--- src/sv/ebs_pkg.sv ---
// ----------------------------------------------------------------------------
// ebs_pkg: shared definitions for the exponential search block
// Store geometry, operation codes, controller states and the
// command/status bundles between controller and datapath.
// ----------------------------------------------------------------------------
package ebs_pkg;

  localparam int STORE_DEPTH = 1024;
  localparam int ADDR_W      = $clog2(STORE_DEPTH);
  localparam int COUNT_W     = ADDR_W + 1;
  // probe index reaches just below 2*2^ADDR_W, exclusive bound one more
  localparam int IDX_W       = ADDR_W + 2;
  localparam int DATA_W      = 32;
  localparam int POS_W       = 10;
  localparam int OPC_W       = 2;

  typedef enum logic [OPC_W-1:0] {
    OP_CLEAR  = 2'd0,
    OP_APPEND = 2'd1,
    OP_SEARCH = 2'd2
  } opcode_t;

  typedef enum logic [2:0] {
    ST_IDLE,
    ST_PROBE,
    ST_PROBE_WAIT,
    ST_BIN,
    ST_BIN_WAIT,
    ST_DONE
  } state_t;

  typedef struct packed {
    logic clear;
    logic append;
    logic search;
    logic probe_rd;
    logic probe_step;
    logic bin_init;
    logic bin_rd;
    logic bin_lo;
    logic bin_hi;
    logic bin_cut;
    logic res_set;
    logic res_found;
    logic res_from_mid;
    logic load_rsp;
  } ebs_cmd_t;

  typedef struct packed {
    logic empty;
    logic hi_in;
    logic mid_in;
    logic bin_open;
    logic cmp_lt;
    logic cmp_eq;
    logic rsp_busy;
  } ebs_sts_t;

endpackage

--- src/sv/ebs_ctrl.sv ---
// ----------------------------------------------------------------------------
// ebs_ctrl: exponential search controller
// Sequences the doubling probe, the bisection and the response handoff.
// ----------------------------------------------------------------------------
module ebs_ctrl (
  input  logic                      clk,
  input  logic                      rst,
  input  logic                      req_valid,
  input  logic [ebs_pkg::OPC_W-1:0] opcode,
  output logic                      req_ready,
  input  ebs_pkg::ebs_sts_t         sts,
  output ebs_pkg::ebs_cmd_t         cmd
);

  ebs_pkg::state_t state;
  ebs_pkg::state_t state_next;

  always_ff @(posedge clk) begin
    if (rst) begin
      state <= ebs_pkg::ST_IDLE;
    end else begin
      state <= state_next;
    end
  end

  always_comb begin
    state_next = state;
    cmd        = '0;
    req_ready  = 1'b0;
    case (state)
      ebs_pkg::ST_IDLE: begin
        req_ready = 1'b1;
        if (req_valid) begin
          case (opcode)
            ebs_pkg::OP_CLEAR: begin
              cmd.clear = 1'b1;
            end
            ebs_pkg::OP_APPEND: begin
              cmd.append = 1'b1;
            end
            ebs_pkg::OP_SEARCH: begin
              cmd.search = 1'b1;
              if (sts.empty) begin
                cmd.res_set = 1'b1;
                state_next  = ebs_pkg::ST_DONE;
              end else begin
                state_next = ebs_pkg::ST_PROBE;
              end
            end
            default: begin
            end
          endcase
        end
      end
      ebs_pkg::ST_PROBE: begin
        // slots past the fill count rank above any key
        if (sts.hi_in) begin
          cmd.probe_rd = 1'b1;
          state_next   = ebs_pkg::ST_PROBE_WAIT;
        end else begin
          cmd.bin_init = 1'b1;
          state_next   = ebs_pkg::ST_BIN;
        end
      end
      ebs_pkg::ST_PROBE_WAIT: begin
        if (sts.cmp_lt) begin
          cmd.probe_step = 1'b1;
          state_next     = ebs_pkg::ST_PROBE;
        end else if (sts.cmp_eq) begin
          cmd.res_set   = 1'b1;
          cmd.res_found = 1'b1;
          state_next    = ebs_pkg::ST_DONE;
        end else begin
          cmd.bin_init = 1'b1;
          state_next   = ebs_pkg::ST_BIN;
        end
      end
      ebs_pkg::ST_BIN: begin
        if (!sts.bin_open) begin
          cmd.res_set = 1'b1;
          state_next  = ebs_pkg::ST_DONE;
        end else if (sts.mid_in) begin
          cmd.bin_rd = 1'b1;
          state_next = ebs_pkg::ST_BIN_WAIT;
        end else begin
          cmd.bin_cut = 1'b1;
        end
      end
      ebs_pkg::ST_BIN_WAIT: begin
        if (sts.cmp_lt) begin
          cmd.bin_lo = 1'b1;
          state_next = ebs_pkg::ST_BIN;
        end else if (sts.cmp_eq) begin
          cmd.res_set      = 1'b1;
          cmd.res_found    = 1'b1;
          cmd.res_from_mid = 1'b1;
          state_next       = ebs_pkg::ST_DONE;
        end else begin
          cmd.bin_hi = 1'b1;
          state_next = ebs_pkg::ST_BIN;
        end
      end
      ebs_pkg::ST_DONE: begin
        if (!sts.rsp_busy) begin
          cmd.load_rsp = 1'b1;
          state_next   = ebs_pkg::ST_IDLE;
        end
      end
      default: begin
        state_next = ebs_pkg::ST_IDLE;
      end
    endcase
  end

  a_probe_wait_order: assert property (@(posedge clk) disable iff (rst)
    state == ebs_pkg::ST_PROBE_WAIT |-> $past(state) == ebs_pkg::ST_PROBE)
    else $error("probe compare without a preceding read");

  a_bin_wait_order: assert property (@(posedge clk) disable iff (rst)
    state == ebs_pkg::ST_BIN_WAIT |-> $past(state) == ebs_pkg::ST_BIN)
    else $error("bisection compare without a preceding read");

  a_no_load_busy: assert property (@(posedge clk) disable iff (rst)
    cmd.load_rsp |-> !sts.rsp_busy)
    else $error("response overwritten while pending");

endmodule
--- config.mk ---
export PLATFORM = sky130hd
export DESIGN_NAME = ebs_ctrl
export DESIGN_NICKNAME = d
export VERILOG_FILES = /design/src/sv/ebs_pkg.sv /design/src/sv/ebs_ctrl.sv
export SDC_FILE = /design/constraint.sdc
export NUM_CORES = 1
export LEC_CHECK = 0
export ABC_AREA = 1
export BUFFER_PORTS_ARGS = -buffer_cell sky130_fd_sc_hd__buf_2
export CORE_AREA = 2 2 39 41
export CTS_BUF_LIST = sky130_fd_sc_hd__clkbuf_8
export CTS_CLUSTER_DIAMETER = 40
export DETAILED_ROUTE_END_ITERATION = 10
export DIE_AREA = 0 0 41 43
export PLACE_DENSITY = 0.66
export SLEW_MARGIN = 20
export SYNTH_ARGS = -nofsm -noshare
export SYNTH_HDL_FRONTEND = slang
export SYNTH_SLANG_ARGS = --single-unit
--- constraint.sdc ---
create_clock -name clk -period 2.3 [get_ports clk]
set_input_delay 0.46 -clock clk [delete_from_list [all_inputs] [get_ports clk]]
set_output_delay 0.46 -clock clk [all_outputs]
set_load 0.01 [all_outputs]
== Word-level counts from Yosys, hierarchy flattened ==
Index checks and enable logic that the tools add are counted.

* Logic and storage cells: 60
* Output and inout port bits: 15
* Bits of input ports: 12
* Register bits after elaboration: 3

* Reductions and logical operators: 3
* Eq/ne operators: 11
* Multiplexer cells: 45

{| class="wikitable"
|+ Operators by type and width
! operator !! number
|-
| $mux 3 || 13
|-
| $mux 1 || 25
|-
| $pmux 3 s6 || 1
|-
| $eq 3x2->1 const B || 2
|-
| $eq 3x3->1 const B || 2
|-
| $mux 2 || 3
|-
| $ne 2x2->1 const B || 2
|-
| $pmux 1 s2 || 2
|-
| $pmux 1 s4 || 1
|-
| $reduce_and 4->1 || 1
|-
| $eq 3x1->1 const B || 1
|-
| $logic_not 3->1 || 1
|-
| $ne 3x3->1 const B || 1
|-
| $eq 2x1->1 const B || 1
|-
| $eq 2x2->1 const B || 1
|-
| $logic_not 2->1 || 1
|-
| $ne 2x1->1 const B || 1
|}

== Logic depth before layout (Yosys ltp) ==
* Depth in word-level cells: 4
* Mapped depth: 8

== Least setup slack after synthesis ==
No wires, ideal clock.

* Path type: register to output
* From: reg state[0]
* To: out cmd[3] (netlist bit)
* Slack: 0.708 ns
* Arrival time: 1.132 ns
* Cell stages (with the launch flop): 8
* Path buffers: 0
* Cells stage by stage: dfxtp_1 > nor2_4 > inv_1 > nor2_2 > inv_2 > nor2_2 > nand2_1 > nand3_1

{| class="wikitable"
|+ RTL lines
! what !! RTL line !! RTL
|-
| start, declared || ebs_ctrl.sv:15 || <nowiki>ebs_pkg::state_t state;</nowiki>
|-
| start signal, assigned || ebs_ctrl.sv:20 || <nowiki>state <= ebs_pkg::ST_IDLE;</nowiki>
|-
| start signal, assigned || ebs_ctrl.sv:22 || <nowiki>state <= state_next;</nowiki>
|-
| end, declared || ebs_ctrl.sv:12 || <nowiki>output ebs_pkg::ebs_cmd_t cmd</nowiki>
|}

==> results.txt <==
----------------------------------------------------
[Run status]
  Run status ... complete, no violations

[Layout]
  Fraction of layout cells with a size suffix above 1 ... a little under two fifths
  Fill cells ... 161
  Multi-input gate area in the final layout ... 262 sq um
  Top library cells by usage in the layout, fill and taps aside ... 26 x sky130_fd_sc_hd__buf_2, 16 x sky130_fd_sc_hd__inv_1, 16 x sky130_fd_sc_hd__nand2_1, 13 x sky130_fd_sc_hd__nand3_1, 10 x sky130_fd_sc_hd__nor2_1
  Finished Layout Cells ... 120
  Total area of sequential cells ... around 60 sq um
  Most common cell after layout, fill and taps aside ... sky130_fd_sc_hd__buf_2
  Largest registers ranked by flip-flop count ... state (3)
  Total Nets Final ... 117
  Largest register by flop count ... state
  Flip-flop count of the largest register, all copies and words added ... 3
  Antenna diodes ... 0
  Area growth from synthesis to final layout ... 50.6%

[Clocking]
  Count of hold-fix buffers inserted at cts ... 0
  Clock tree from TritonCTS ... yes
  CTS sink cnt ... 3
  Total setup buffers inserted after CTS ... 0
  Level count of the clock H-tree ... 1
  Number of CTS-inserted buffers ... 3
  Maximum buffer depth of the clock tree ... 2
  Clock Tree Root ... sky130_fd_sc_hd__clkbuf_8
  Clock Latency Late Sink ... 0.21 ns
  Clock slew at reported path FFs ... 0.03 ns
  Number of instances resized during post-cts repair ... 0

[Detailed routing]
  Wire length per cell ... around 8.4 um
  Number of DRC markers after the initial detailed-route iteration ... 18
  TritonRoute pass-1 iters ... 4
  Per-cell via count in the routed design ... 4.55
  Number of vias after detailed routing ... ~550
  Final wirelength ... about 1.0 mm
  Routed Antenna Nets ... 0
  Remaining routing DRC violations ... 0

[Setup path]
  Maximum fanout encountered on the critical timing path ... 9
  Reg2reg path depth ... 7
  Arrival time reported for the critical path endpoint ... 1.35 ns
  Endpoint kind of the worst setup timing path ... output pin
  CP Class ... reg -> out
  Required time of the worst setup path ... 1.84 ns
  Category of the worst setup path launch point ... flop

[Floorplan]
  Number of primary I/O pins ... 27
  Floorplan die area ... 0.00176 sq mm
  Width of the die ... 41 um
  Floorplan die height ... 43 um
  Core region area ... 0.00138 sq mm
  FP Rows ... 14
  Initial core utilization ... between 20% and 30%

[Synth]
  Syn Nets ... 86
  Synth cell types ... 15
  Fraction of the yosys area taken by sequential cells ... 15.6%
  Combined area of all synthesized cells ... 385 sq um
  Total number of yosys warnings ... 0
  Mean area per synthesized cell ... 5.21 sq um
  Mapped Cells ... 74
  Yosys reg bits ... 3

[Placement]
  Placed wire-length estimate ... between 800 and 900 um
  Count of input and output buffers ... 26
  Number of placed instances with taps included ... 116
  Gpl congestion ... 0.865

[STA]
  RSZ-0062 raised after global routing ... false
  FMAX ... roughly 0.55 GHz
  Clock skew ... 0.00253 ns
  Minimum period implied by the final worst setup slack ... 1.81 ns
  Worst slew pin tran ... 0.274 ns
  Count of pins over their slew limit ... 0
  Hold violation total from the final report ... 0
  Final total negative setup slack ... 0 ns
  Tightest slew margin relative to the limit ... between 80% and 90%
  Setup violations, final ... 0
  Final cycle utilization of the critical path ... 78.6%

[Pwr]
  Logic gate share of total power ... between 50% and 60%
  Reported net switching power ... 284 uW
  Internal Dissipation ... 321 uW
  Pwr dens ... 1040 mW/mm^2
  Part of the power in the clock network ... 23.8%
  Peak supply drop ... 656 uV
  Switching share of total power ... 46.9%
  Static leakage power ... 0.380 nW
  Power share of the sequential group ... 18.4%

[Global routing]
  Total GRT Usage ... 12.5%
  Number of antenna violations at the first check in global routing ... 0
  Number of global-route vias before repair ... 462
  Wire length of the first global-routing pass ... 1.63 mm
  Overflow left after global routing ... 0
  Largest net degree at the start of global routing ... 10

[Run]
  Reported max-cap violation count ... 0

[Min path]
  Number of instances on the worst hold path ... 2
  Class of the worst hold path ... in -> reg

----------------------------------------------------
power by group through the flow:
stage	clock network [mW]	logic, mW	registers (mW)
2_1_floorplan	0	0.260	0.104
3_3_place_gp	0	0.351	0.111
3_5_place_dp	0	0.352	0.111
4_1_cts	0.147	0.354	0.110
5_1_grt	0.153	0.400	0.115
6_report	0.144	0.349	0.111
critical path: stages, from the launching register on:
cell,delay [ns]
sky130_fd_sc_hd__dfxtp_1,0.46
sky130_fd_sc_hd__inv_2,0.13
sky130_fd_sc_hd__nand3_1,0.15
sky130_fd_sc_hd__nand2_1,0.06
sky130_fd_sc_hd__nand2_1,0.11
sky130_fd_sc_hd__nand3_1,0.08
sky130_fd_sc_hd__buf_2,0.14
layer usage:
layer	share of wire [%]	track usage, %	vias to the layer above	routed length (um)
li1	-	-	296	-
met1	47	16.0	234	475
met2	47	20.3	16	472
met3	6.0	2.09	0	60
met4	0	4.00	0	0
met5	0	0	-	0
final timing paths:
path / from / end / slack, ns
worst max-delay path: state[2] / cmd[3] / 0.49
worst min-delay path: rst / state[2] / 0.46
worst max register to register: state[2] / state[2] / 1.08
worst min register to register: state[0] / state[0] / 0.60
through the flow:
step	instance area (sq um)	hold WS [ns]	power [mW]	util (%)	setup slack, ns
final	581	0.455	0.605	42.0	0.492
after global routing	581	0.468	0.668	42.0	0.362
after CTS	581	0.450	0.610	42.0	0.468
after detailed placement	536	0.585	0.462	38.7	0.668
after global placement	536	0.589	0.461	38.7	0.681
after floorplan	385	0.522	0.364	-	0.708
cell type report:
| class | instances | share of cell area (%) |
|---|---|---|
| sequential | 3 | 10.3 |
| inverter | 17 | 11.0 |
| tap | 16 | 3.45 |
| multi-input combinational | 54 | 45.0 |
| clock buffer | 3 | 7.11 |
| timing repair buffer | 26 | 22.4 |
| clock inverter | 1 | 0.647 |
synthesized netlist by cell type (all sizes together):
library cell / n / area (sq um)
o21ai: 1 / 5.00
nand3: 13 / 65.1
or2: 1 / 6.26
nand2: 17 / 66.3
dfxtp: 3 / 60.1
nor4: 1 / 6.26
nor3: 3 / 15.0
nand4: 2 / 12.5
nor2: 14 / 67.6
a21oi: 2 / 17.5
inv: 17 / 63.8
kinds of logic after synthesis:
logic type | Yosys count | share of synthesized area [%]
simple gates | 51 | 62.0
flops | 3 | 15.6
compound gates | 3 | 5.84
buf+inv | 17 | 16.6
Note: power is estimated with default switching activity, not from simulation.
